[config.mk]
export PLATFORM = sky130hd
export DESIGN_NAME = bounded_priority_job_queue_top
export DESIGN_NICKNAME = d
export VERILOG_FILES = /design/src/hdl/bpjq_pkg.sv /design/src/hdl/bounded_priority_job_queue_top.sv
export SDC_FILE = /design/constraint.sdc
export NUM_CORES = 1
export LEC_CHECK = 0
export ABC_AREA = 1
export BUFFER_PORTS_ARGS = -buffer_cell sky130_fd_sc_hd__buf_4
export CORE_ASPECT_RATIO = 0.6
export CORE_MARGIN = 4
export CORE_UTILIZATION = 60
export DETAILED_ROUTE_END_ITERATION = 12
export HOLD_SLACK_MARGIN = 0.12
export PLACE_DENSITY_LB_ADDON = 0.25
export SKIP_CTS_REPAIR_TIMING = 1
export SYNTH_ARGS = -nofsm -noshare
export SYNTH_HDL_FRONTEND = slang
export SYNTH_SLANG_ARGS = --single-unit
[constraint.sdc]
create_clock -name clk -period 12.3 [get_ports clk]
set_input_delay 1.23 -clock clk [delete_from_list [all_inputs] [get_ports clk]]
set_output_delay 1.23 -clock clk [all_outputs]
set_load 0.01 [all_outputs]
[src/hdl/bpjq_pkg.sv]
`default_nettype none

package bpjq_pkg;

    localparam int QUEUE_DEPTH  = 16;
    localparam int PAYLOAD_BITS = 32;
    localparam int ADDR_W       = $clog2(QUEUE_DEPTH);
    localparam int CNT_W        = $clog2(QUEUE_DEPTH + 1);

    typedef enum logic [1:0] {
        OP_ENQ  = 2'd0,
        OP_DEQ  = 2'd1,
        OP_PEEK = 2'd2,
        OP_NONE = 2'd3
    } op_t;

    typedef enum logic [1:0] {
        STS_OK     = 2'd0,
        STS_EMPTY  = 2'd1,
        STS_FULL   = 2'd2,
        STS_BADPRI = 2'd3
    } status_t;

    typedef enum logic [2:0] {
        S_IDLE,
        S_EQ_SCAN,
        S_EQ_CMP,
        S_HEAD,
        S_DQ_SCAN,
        S_DQ_MOVE,
        S_DONE
    } state_t;

endpackage

`default_nettype wire

[src/hdl/bounded_priority_job_queue_top.sv]
// enqueue walks from the tail past every held job with a larger priority number; dequeue
// shifts the rest toward the head; peek reads the head; rejected or unused ops go to done
// one word at a time: a new operation is taken only in idle; every step
// of the insert and shift walk goes through the single registered read port of the job ram
// a result word the receiver has not taken holds the block in done until it goes
// reset clears the job count and the control state; the job ram is not cleared
`default_nettype none

module bounded_priority_job_queue_top (
    input  wire logic        clk,
    input  wire logic        rst_n,
    input  wire logic        in_valid,
    output logic             in_ready,
    input  wire logic [1:0]  operation,
    input  wire logic [7:0]  job_priority,
    input  wire logic [31:0] job_payload,
    output logic             res_valid,
    input  wire logic        res_ready,
    output logic [1:0]       status,
    output logic             out_valid,
    output logic [7:0]       out_priority,
    output logic [31:0]      out_payload,
    output logic [4:0]       count,
    output logic [4:0]       free_space,
    output logic             is_full,
    output logic             is_empty
);

    localparam int AW = bpjq_pkg::ADDR_W;
    localparam int CW = bpjq_pkg::CNT_W;
    localparam int PW = bpjq_pkg::PAYLOAD_BITS;

    // job ram, one write and one registered read per cycle
    logic [7:0]    prio_mem [bpjq_pkg::QUEUE_DEPTH];
    logic [PW-1:0] pay_mem  [bpjq_pkg::QUEUE_DEPTH];
    logic [7:0]    rd_prio_reg;
    logic [PW-1:0] rd_pay_reg;

    logic          mem_we;
    logic [AW-1:0] mem_waddr;
    logic [AW-1:0] mem_raddr;
    logic [7:0]    mem_wprio;
    logic [PW-1:0] mem_wpay;

    bpjq_pkg::state_t  state_reg, state_next;
    bpjq_pkg::op_t     op_reg, op_next;
    logic [7:0]        pri_reg, pri_next;
    logic [PW-1:0]     pay_reg, pay_next;
    logic [AW-1:0]     idx_reg, idx_next;
    logic [CW-1:0]     held_reg, held_next;

    bpjq_pkg::status_t wst_reg, wst_next;
    logic              whit_reg, whit_next;
    logic [7:0]        wprio_reg, wprio_next;
    logic [PW-1:0]     wpay_reg, wpay_next;

    logic              res_valid_reg, res_valid_next;
    bpjq_pkg::status_t status_reg, status_next;
    logic              hit_reg, hit_next;
    logic [7:0]        oprio_reg, oprio_next;
    logic [PW-1:0]     opay_reg, opay_next;
    logic [CW-1:0]     ocnt_reg, ocnt_next;

    logic              accept;
    logic              res_free;
    bpjq_pkg::op_t     in_op;
    logic [CW-1:0]     idx_plus1;

    assign in_ready  = (state_reg == bpjq_pkg::S_IDLE);
    assign accept    = in_valid && in_ready;
    assign res_free  = !res_valid_reg || res_ready;
    assign in_op     = bpjq_pkg::op_t'(operation);
    assign idx_plus1 = CW'(idx_reg) + CW'(1);

    always_ff @(posedge clk)
    begin
        if (mem_we)
        begin
            prio_mem[mem_waddr] <= mem_wprio;
            pay_mem[mem_waddr]  <= mem_wpay;
        end
        rd_prio_reg <= prio_mem[mem_raddr];
        rd_pay_reg  <= pay_mem[mem_raddr];
    end

    // next state
    always_comb
    begin
        state_next = state_reg;
        unique case (state_reg)
            bpjq_pkg::S_IDLE:
            begin
                if (accept)
                begin
                    case (in_op)
                        bpjq_pkg::OP_ENQ:
                        begin
                            if (job_priority == 8'd0 || held_reg == CW'(bpjq_pkg::QUEUE_DEPTH))
                                state_next = bpjq_pkg::S_DONE;
                            else
                                state_next = bpjq_pkg::S_EQ_SCAN;
                        end
                        bpjq_pkg::OP_DEQ, bpjq_pkg::OP_PEEK:
                        begin
                            if (held_reg == CW'(0))
                                state_next = bpjq_pkg::S_DONE;
                            else
                                state_next = bpjq_pkg::S_HEAD;
                        end
                        default: state_next = bpjq_pkg::S_DONE;
                    endcase
                end
            end
            bpjq_pkg::S_EQ_SCAN:
                state_next = (idx_reg == AW'(0)) ? bpjq_pkg::S_DONE : bpjq_pkg::S_EQ_CMP;
            bpjq_pkg::S_EQ_CMP:
                state_next = (rd_prio_reg > pri_reg) ? bpjq_pkg::S_EQ_SCAN : bpjq_pkg::S_DONE;
            bpjq_pkg::S_HEAD:
                state_next = (op_reg == bpjq_pkg::OP_PEEK) ? bpjq_pkg::S_DONE
                                                           : bpjq_pkg::S_DQ_SCAN;
            bpjq_pkg::S_DQ_SCAN:
                state_next = (idx_plus1 >= held_reg) ? bpjq_pkg::S_DONE : bpjq_pkg::S_DQ_MOVE;
            bpjq_pkg::S_DQ_MOVE:
                state_next = bpjq_pkg::S_DQ_SCAN;
            bpjq_pkg::S_DONE:
                state_next = res_free ? bpjq_pkg::S_IDLE : bpjq_pkg::S_DONE;
            default:
                state_next = bpjq_pkg::S_IDLE;
        endcase
    end

    // datapath and outputs
    always_comb
    begin
        mem_we         = 1'b0;
        mem_waddr      = idx_reg;
        mem_raddr      = '0;
        mem_wprio      = rd_prio_reg;
        mem_wpay       = rd_pay_reg;
        op_next        = op_reg;
        pri_next       = pri_reg;
        pay_next       = pay_reg;
        idx_next       = idx_reg;
        held_next      = held_reg;
        wst_next       = wst_reg;
        whit_next      = whit_reg;
        wprio_next     = wprio_reg;
        wpay_next      = wpay_reg;
        res_valid_next = res_valid_reg && !res_ready;
        status_next    = status_reg;
        hit_next       = hit_reg;
        oprio_next     = oprio_reg;
        opay_next      = opay_reg;
        ocnt_next      = ocnt_reg;

        unique case (state_reg)
            bpjq_pkg::S_IDLE:
            begin
                if (accept)
                begin
                    op_next    = in_op;
                    pri_next   = job_priority;
                    pay_next   = PW'(job_payload);
                    idx_next   = AW'(held_reg);
                    wst_next   = bpjq_pkg::STS_OK;
                    whit_next  = 1'b0;
                    wprio_next = '0;
                    wpay_next  = '0;
                    case (in_op)
                        bpjq_pkg::OP_ENQ:
                        begin
                            if (job_priority == 8'd0)
                                wst_next = bpjq_pkg::STS_BADPRI;
                            else if (held_reg == CW'(bpjq_pkg::QUEUE_DEPTH))
                                wst_next = bpjq_pkg::STS_FULL;
                        end
                        bpjq_pkg::OP_DEQ, bpjq_pkg::OP_PEEK:
                        begin
                            if (held_reg == CW'(0))
                                wst_next = bpjq_pkg::STS_EMPTY;
                        end
                        default: wst_next = bpjq_pkg::STS_OK;
                    endcase
                end
            end
            bpjq_pkg::S_EQ_SCAN:
            begin
                // walk from the tail toward the head
                mem_raddr = idx_reg - AW'(1);
                if (idx_reg == AW'(0))
                begin
                    mem_we    = 1'b1;
                    mem_wprio = pri_reg;
                    mem_wpay  = pay_reg;
                    held_next = held_reg + CW'(1);
                end
            end
            bpjq_pkg::S_EQ_CMP:
            begin
                mem_we = 1'b1;
                if (rd_prio_reg > pri_reg)
                    idx_next = idx_reg - AW'(1);
                else
                begin
                    // equal priority stays ahead of the new job
                    mem_wprio = pri_reg;
                    mem_wpay  = pay_reg;
                    held_next = held_reg + CW'(1);
                end
            end
            bpjq_pkg::S_HEAD:
            begin
                whit_next  = 1'b1;
                wprio_next = rd_prio_reg;
                wpay_next  = rd_pay_reg;
                idx_next   = '0;
            end
            bpjq_pkg::S_DQ_SCAN:
            begin
                mem_raddr = AW'(idx_plus1);
                if (idx_plus1 >= held_reg)
                    held_next = held_reg - CW'(1);
            end
            bpjq_pkg::S_DQ_MOVE:
            begin
                mem_we   = 1'b1;
                idx_next = idx_reg + AW'(1);
            end
            bpjq_pkg::S_DONE:
            begin
                if (res_free)
                begin
                    res_valid_next = 1'b1;
                    status_next    = wst_reg;
                    hit_next       = whit_reg;
                    oprio_next     = wprio_reg;
                    opay_next      = wpay_reg;
                    ocnt_next      = held_reg;
                end
            end
            default: mem_we = 1'b0;
        endcase
    end

    always_ff @(posedge clk or negedge rst_n)
    begin
        if (!rst_n)
        begin
            state_reg     <= bpjq_pkg::S_IDLE;
            held_reg      <= '0;
            res_valid_reg <= 1'b0;
        end
        else
        begin
            state_reg     <= state_next;
            held_reg      <= held_next;
            res_valid_reg <= res_valid_next;
        end
    end

    always_ff @(posedge clk)
    begin
        op_reg     <= op_next;
        pri_reg    <= pri_next;
        pay_reg    <= pay_next;
        idx_reg    <= idx_next;
        wst_reg    <= wst_next;
        whit_reg   <= whit_next;
        wprio_reg  <= wprio_next;
        wpay_reg   <= wpay_next;
        status_reg <= status_next;
        hit_reg    <= hit_next;
        oprio_reg  <= oprio_next;
        opay_reg   <= opay_next;
        ocnt_reg   <= ocnt_next;
    end

    assign res_valid    = res_valid_reg;
    assign status       = 2'(status_reg);
    assign out_valid    = hit_reg;
    assign out_priority = oprio_reg;
    assign out_payload  = 32'(opay_reg);
    assign count        = 5'(ocnt_reg);
    assign free_space   = 5'(CW'(bpjq_pkg::QUEUE_DEPTH) - ocnt_reg);
    assign is_full      = (ocnt_reg == CW'(bpjq_pkg::QUEUE_DEPTH));
    assign is_empty     = (ocnt_reg == CW'(0));

`ifndef SYNTH
    a_held_bound: assert property (@(posedge clk) disable iff (!rst_n)
        held_reg <= CW'(bpjq_pkg::QUEUE_DEPTH))
        else $error("job count above depth");

    a_no_write_idle: assert property (@(posedge clk) disable iff (!rst_n)
        (state_reg == bpjq_pkg::S_IDLE || state_reg == bpjq_pkg::S_DONE) |-> !mem_we)
        else $error("ram written outside a walk");

    a_held_only_at_end: assert property (@(posedge clk) disable iff (!rst_n)
        (held_reg != $past(held_reg)) |-> (state_reg == bpjq_pkg::S_DONE))
        else $error("job count changed mid walk");

    a_hit_means_ok: assert property (@(posedge clk) disable iff (!rst_n)
        (res_valid_reg && hit_reg) |-> (status_reg == bpjq_pkg::STS_OK))
        else $error("job returned with error status");

    a_result_loads_at_done: assert property (@(posedge clk) disable iff (!rst_n)
        $rose(res_valid_reg) |-> ($past(state_reg) == bpjq_pkg::S_DONE))
        else $error("result word raised outside done");
`endif

endmodule

`default_nettype wire
==> run metrics, run 1 <==
fraction of post-synthesis cell area in the top cell type by area=65.9%; Synthesized Nets=3245; gate count of the mapped netlist=3172; Num CTS Buffers=73; wire per inst=22.7 µm; die extent in y=196 µm; most numerous cell types in the synthesized netlist=777 x sky130_fd_sc_hd__edfxtp_1, 696 x sky130_fd_sc_hd__nand3_1, 535 x sky130_fd_sc_hd__inv_1; first-pass detailed-route iteration total=6; share of flip-flops with an asynchronous set or reset=1.09%; vias after detailed routing=24100; hold path startpoint=wpay_reg[2]; distinct cell type count after synthesis=33; Total Neg Setup Slack=0 ns; Die Footprint=around 63000 µm²; worst hold slack after final layout=0.408 ns; synthesis warning total=0; Hold Crit Depth=0; worst reg2reg path endpoint=rd_pay_reg[13]; filler instances=4094; initial antenna violation count=0; floorplan row count=roughly 70; Max VDD drop=0.222 mV; Mean Syn Cell Area=11.2 µm²; final critical-path share of the clock period=44.1%; number of global-route vias before repair=23000; most area-consuming cells after synthesis=sky130_fd_sc_hd__edfxtp_1 66%, sky130_fd_sc_hd__nand3_1 9.8%, sky130_fd_sc_hd__inv_1 5.7%; clock period minus final worst setup slack=between 5 and 6 ns; registers with the most flip-flops=pay_mem: 512 flops, prio_mem: 128 flops; count of cells along the worst register-to-register path=10; WS Path Type=reg2reg; Clock Tree Root=sky130_fd_sc_hd__clkbuf_16; wire length of the first global-routing pass=roughly 140000 µm; most instantiated library cell after synthesis=sky130_fd_sc_hd__edfxtp_1; number of flip-flops and latches in the synthesized netlist=826; detail-routed via count per cell=5.98; startpoint of the most critical register-to-register path=idx_reg[0]; number of flip-flops under the largest register name=around 500; EDFF count, synth=a little under 800; Fmax achieved=184 MHz; initial DRC count=3649; H-tree level count=3; register area share after synthesis=68.8%; die extent in x=322 µm; standard cell core area=57900 µm²; number of endpoints failing setup at the final stage=0; routability congestion estimate=about 0.85; share of layout cells above drive strength 1=8.61%; buffer depth of the longest clock path=3; destination of the worst hold path=out_payload[2]; Initial Utilization=between 60% and 70%; Detailed Place HPWL=49200 µm; outcome=finished clean; biggest area consumer among synthesized cells=sky130_fd_sc_hd__edfxtp_1; clock net sink count=826; routed wire length=about 90000 µm; tightest slew margin relative to the limit=between 10% and 20%; Min-Delay Path Class=reg2reg; peak fanout along the critical path=134; Clock transition at path regs=0.07 ns; synthesized cell area=35400 µm²; critical path endpoint category=flop; n_diodes=0; fin. max-slew vios=0; leakage power=around 16 nW; register bank with the most flops=pay_mem; count of boundary I/O pins=slightly above 100; unrepaired setup endpoints after global routing=no; crit path DAT=5.92 ns; launching element type of the critical path=flop; number of max-cap violations=0; area growth from synthesis to layout=10.4%; internal reg-to-reg setup slack=6.87 ns; final-stage net count=3278; DRC violation count after routing=0; clock latency reported for the late side of the worst-skew pair=just over 0.6 ns; Clock Skews=0.0160 ns; data required time at the worst endpoint=12.79 ns; final hold violation count=0; pin count of the biggest net entering global routing=135; Slew @ Worst Pin=around 1.3 ns; clock tree from TritonCTS=yes; power density over the cells=approximately 260 nW/µm²; remaining number of nets flagged by the antenna check after routing=0; number of buffer cells added on primary ports=102; Main synth FF type=sky130_fd_sc_hd__edfxtp_1; global-route usage over all layers=28.9%; total overflow reported by the global router=0
==> cell families after synthesis <==
group | count (synthesis) | share of synthesized area [%]
flip-flops | 826 | 68.8
buffers and inverters | 726 | 8.13
adder cells (fa/ha/maj) | 27 | 0.975
AO/OA/AOI/OAI | 22 | 0.389
AND/OR/NAND/NOR | 1563 | 21.5
XOR/XNOR | 8 | 0.198
==> where the power goes <==
part | internal (W) | switching (W)
logic | 0.000991 | 0.00287
clock network | 0.00121 | 0.000998
registers | 0.00408 | 0.000171
total | 0.00628 | 0.00404
==> critical path: stages (launching register included) <==
cell	delay [ns]
sky130_fd_sc_hd__edfxtp_1	0.48
sky130_fd_sc_hd__inv_1	0.29
sky130_fd_sc_hd__nand3_4	0.83
sky130_fd_sc_hd__nand2_8	1.08
sky130_fd_sc_hd__buf_4	0.90
sky130_fd_sc_hd__buf_4	0.97
sky130_fd_sc_hd__nand2_1	0.14
sky130_fd_sc_hd__nand3_1	0.13
sky130_fd_sc_hd__nand3_1	0.09
sky130_fd_sc_hd__nand3_1	0.16
sky130_fd_sc_hd__nand2_1	0.09
==> final cells by class <==
cell class	count	area (µm²)	share of cell area, %
Clock buffer	98	1960	5.02
Inverter	540	2030	5.18
Clock inverter	35	282	0.720
Tap cell	770	963	2.46
Sequential cell	826	24400	62.3
Timing Repair Buffer	144	1080	2.76
Multi-Input combinational cell	1620	8430	21.6
==> routing by layer <==
| layer | up-vias | share of wire, % | track usage, % |
|---|---|---|---|
| li1 | 10800 | - | - |
| met1 | 11600 | 41 | 42.9 |
| met2 | 1505 | 45 | 43.5 |
| met3 | 216 | 11 | 5.81 |
| met4 | 0 | 3.1 | 9.32 |
| met5 | - | 0 | 0 |
==> cell usage in the layout (no fill, tap or decap), types with 3 or more instances in the layout <==
cell type | Yosys | final
sky130_fd_sc_hd__bufinv_16 | 0 | 4
sky130_fd_sc_hd__nand2_2 | 3 | 4
sky130_fd_sc_hd__nand3b_1 | 200 | 200
sky130_fd_sc_hd__nor2_4 | 0 | 13
sky130_fd_sc_hd__clkbuf_16 | 0 | 75
sky130_fd_sc_hd__xnor2_1 | 4 | 4
sky130_fd_sc_hd__nand3_2 | 0 | 3
sky130_fd_sc_hd__clkinv_2 | 0 | 8
sky130_fd_sc_hd__nand3_1 | 696 | 691
sky130_fd_sc_hd__buf_4 | 4 | 144
sky130_fd_sc_hd__edfxtp_1 | 777 | 777
sky130_fd_sc_hd__xor2_1 | 4 | 4
sky130_fd_sc_hd__inv_1 | 535 | 533
sky130_fd_sc_hd__ha_1 | 26 | 26
sky130_fd_sc_hd__o21ai_0 | 6 | 5
sky130_fd_sc_hd__nand2_1 | 525 | 522
sky130_fd_sc_hd__inv_2 | 5 | 6
sky130_fd_sc_hd__clkinvlp_4 | 0 | 4
sky130_fd_sc_hd__nor2_1 | 85 | 72
sky130_fd_sc_hd__nand4_1 | 47 | 47
sky130_fd_sc_hd__inv_6 | 0 | 3
sky130_fd_sc_hd__dfxtp_1 | 40 | 40
sky130_fd_sc_hd__clkbuf_1 | 66 | 23
sky130_fd_sc_hd__clkinv_1 | 0 | 16
sky130_fd_sc_hd__dfrtp_1 | 9 | 9
sky130_fd_sc_hd__a21oi_1 | 5 | 4
sky130_fd_sc_hd__nor3_2 | 0 | 4
sky130_fd_sc_hd__o21ai_4 | 0 | 3
==> through the flow <==
stage                     worst slack (ns)  power, W  instances  area [µm²]  utilization (%)
after global routing                  6.58    0.0109       4033       39100             67.5
after floorplan                       7.62   0.00682       3172       35400                -
final                                 6.87    0.0103       4033       39100             67.5
after CTS                             7.00    0.0103       4033       39100             67.5
after global placement                7.27   0.00793       3900       36900             63.6
after detailed placement              7.02   0.00808       3900       36900             63.6
==> how the worst max path moves through the flow <==
stage,start,endpoint,cells past startpoint
final,idx_reg[0],rd_pay_reg[13],10
after detailed placement,idx_reg[0],rd_pay_reg[14],10
after floorplan,in_valid,whit_reg,2
after global placement,idx_reg[0],rd_pay_reg[13],10
after CTS,idx_reg[0],rd_pay_reg[14],10
after global routing,idx_reg[0],rd_pay_reg[19],10
No activity file was read; power rests on OpenSTA's default activity.
==> run 2, diff against run 1 <==
- CORE_UTILIZATION: 60 -> 56
- clock period: 12.3 -> 4.8 ns (I/O delays scaled with it)
==> run 2 against run 1 <==
Compared with the run above:
- clock power rose to 2.8 times the previous value
- count of clock-buffer cells in the layout rose by 10
- hold slack got worse by 0.24 ns
- register-to-register slack got worse by 5.6 ns
- power grew to 2.6 times the previous value
- setup slack lost 5.6 ns
- final cell count up 3.1%
- sequential power grew to 2.6 times the previous value
- sequential share of layout area is 1.7 points lower
- first-iteration DRC count is 10% lower
- via count up 0.58%
- highest routed layer unchanged
==> run metrics, run 2 (synthesized netlist as in run 1, its figures left out) <==
Clock Skews=0.0194 ns (+0.00343 ns); outcome=finished clean; unrepaired setup endpoints after global routing=no; vias after detailed routing=24300 (+0.58%); crit path DAT=4.04 ns (-1.88 ns); internal reg-to-reg setup slack=1.32 ns (-5.56 ns); leakage power=16.1 nW (+2.9%); global-route usage over all layers=27.4% (-1.5 points); final critical-path share of the clock period=72.6% (+28 points); peak fanout along the critical path=44 (-67%); Reg power frac=40.2% (-1.0 points); number of endpoints failing setup at the final stage=0 (unchanged); launching element type of the critical path=flop; number of max-cap violations=0 (unchanged); n_diodes=0 (unchanged); Clock transition at path regs=0.06 ns (about the same); final instance area=40200 µm² (+2.8%); H-tree level count=3 (unchanged); first-pass detailed-route iteration total=6 (unchanged); clock period minus final worst setup slack=3.48 ns (-1.94 ns); data required time at the worst endpoint=5.36 ns (-7.43 ns); power density over the cells=676 nW/µm² (+160%); leading cell type in the layout, fill and taps excluded=sky130_fd_sc_hd__edfxtp_1; clock net sink count=826 (unchanged); Area after DPL=37200 µm² (+0.90%); initial antenna violation count=0 (unchanged); Detailed Place HPWL=49200 µm (about the same); registers with the most flip-flops=pay_mem: 512 flops, prio_mem: 128 flops; share of layout cells above drive strength 1=9.19% (+0.58 points); area growth from synthesis to layout=13.5%; portion of total power attributed to the clock network=22.9% (+1.5 points); initial DRC count=3276 (-10%); routed wire length=94400 µm (+3.2%); Initial Utilization=56.5% (-4.6 points); Slew @ Worst Pin=1.37 ns (+0.0733 ns); clock tree from TritonCTS=yes; wire per inst=22.7 µm (about the same); DRC violation count after routing=0 (unchanged); commonest non-fill, non-tap cells in the layout=777 x sky130_fd_sc_hd__edfxtp_1, 691 x sky130_fd_sc_hd__nand3_1, 533 x sky130_fd_sc_hd__inv_1; Num CTS Buffers=74 (+1.4%); Internal=0.0168 W (+170%); clock latency reported for the late side of the worst-skew pair=0.62 ns (about the same); die extent in x=333 µm (+3.4%); final hold violation count=0 (unchanged); Clock Tree Root=sky130_fd_sc_hd__clkbuf_16; buffer depth of the longest clock path=3 (unchanged); standard cell core area=62600 µm² (+8.1%); power spent charging and discharging nets=0.0104 W (+160%); number of flip-flops under the largest register name=512 (unchanged); critical path endpoint category=flop; routability congestion estimate=0.838 (-1.5%); register bank with the most flops=pay_mem; total overflow reported by the global router=0 (unchanged); combinational share of power=36.8% (-0.6 points); Min-Delay Path Class=in2reg; die extent in y=203 µm (+3.4%); count of boundary I/O pins=103 (unchanged); final-stage net count=3331 (+1.6%); Fmax achieved=287 MHz (+56%); number of global-route vias before repair=22900 (-0.76%); WS Path Type=reg2reg; Die Footprint=67500 µm² (+6.9%); Max VDD drop=0.644 mV (+190%); Tot Pwr=0.0272 W (+160%); Total Neg Setup Slack=0 ns (unchanged); wire length of the first global-routing pass=140000 µm (+1.2%); final core utilization=64.2% (-3.3 points); net switching fraction of the power=38.2% (-0.92 points); fin. max-slew vios=0 (unchanged); detail-routed via count per cell=5.83 (-2.4%); tightest slew margin relative to the limit=8.48% (-5.1 points); floorplan row count=71 (+4.4%); number of buffer cells added on primary ports=102 (unchanged); remaining number of nets flagged by the antenna check after routing=0 (unchanged); pin count of the biggest net entering global routing=214 (+59%)
[run 2: changes by cell type in the layout (fill, tap and decap cells not counted), moves of 4 or more]
cell                            delta
sky130_fd_sc_hd__bufinv_16         +5
sky130_fd_sc_hd__clkinv_1          -7
sky130_fd_sc_hd__clkbuf_1          -4
sky130_fd_sc_hd__clkbuf_16         +4
sky130_fd_sc_hd__buf_12           +15
sky130_fd_sc_hd__dlygate4sd3_1    +43
sky130_fd_sc_hd__buf_4             -6
sky130_fd_sc_hd__clkbuf_8         +10
[run 2: worst max-delay path, cell delays in order (launching register included)]
cell and delay [ns]:
sky130_fd_sc_hd__edfxtp_1 0.51, sky130_fd_sc_hd__inv_1 0.29, sky130_fd_sc_hd__ha_1 0.39, sky130_fd_sc_hd__o21ai_4 1.09, sky130_fd_sc_hd__buf_4 0.63, sky130_fd_sc_hd__nand3_1 0.17, sky130_fd_sc_hd__nand3_1 0.11, sky130_fd_sc_hd__nand3_1 0.08
sky130_fd_sc_hd__nand2_1 0.10
[run 2: area by class of cell]
class	count	area, µm²
Clock buffer	108	2190
Clock inverter	29	373
Fill cell	4616	22400
Inverter	540	2030
Multi-Input combinational cell	1620	8420
Sequential cell	826	24400
Tap cell	839	1050
Timing Repair Buffer	196	1770
[run 2: final timing paths]
kind	from	end	depth (start not counted)
max	idx_reg[0]	rd_prio_reg[2]	8
min	in_valid	state_reg[1]	3
max reg2reg	idx_reg[0]	rd_prio_reg[2]	8
min reg2reg	wpay_reg[5]	out_payload[5]	0
max in group asynchronous	rst_n	held_reg[4]	2
min in group asynchronous	rst_n	held_reg[0]	2
[run 2: layer usage]
metal | wire, µm | track usage (%) | vias to the layer above
met1 | 38600 | 41.1 | 11600
met2 | 41800 | 40.7 | 1513
met3 | 11000 | 5.39 | 251
li1 | - | - | 10900
met5 | 0 | 0 | -
met4 | 3010 | 9.03 | 0
[run 2: metrics by stage]
| step | hold WS [ns] | setup WS [ns] | cells |
|---|---|---|---|
| 6_report | 0.173 | 1.32 | 4158 |
| 3_3_place_gp | 0.311 | 1.56 | 3978 |
| 2_1_floorplan | 0.184 | 0.384 | 3172 |
| 4_1_cts | -0.353 | 1.42 | 4115 |
| 3_5_place_dp | 0.314 | 1.43 | 3978 |
| 5_1_grt | 0.156 | 1.17 | 4158 |
[run 2: power by group through the flow]
stage	Sequential (W)	Clock (W)	Combinational, W
after floorplan	0.0109	0	0.00657
after global placement	0.0110	0	0.00950
after detailed placement	0.0111	0	0.00978
after CTS	0.0109	0.00630	0.00983
after global routing	0.0110	0.00663	0.0109
final	0.0109	0.00623	0.0100
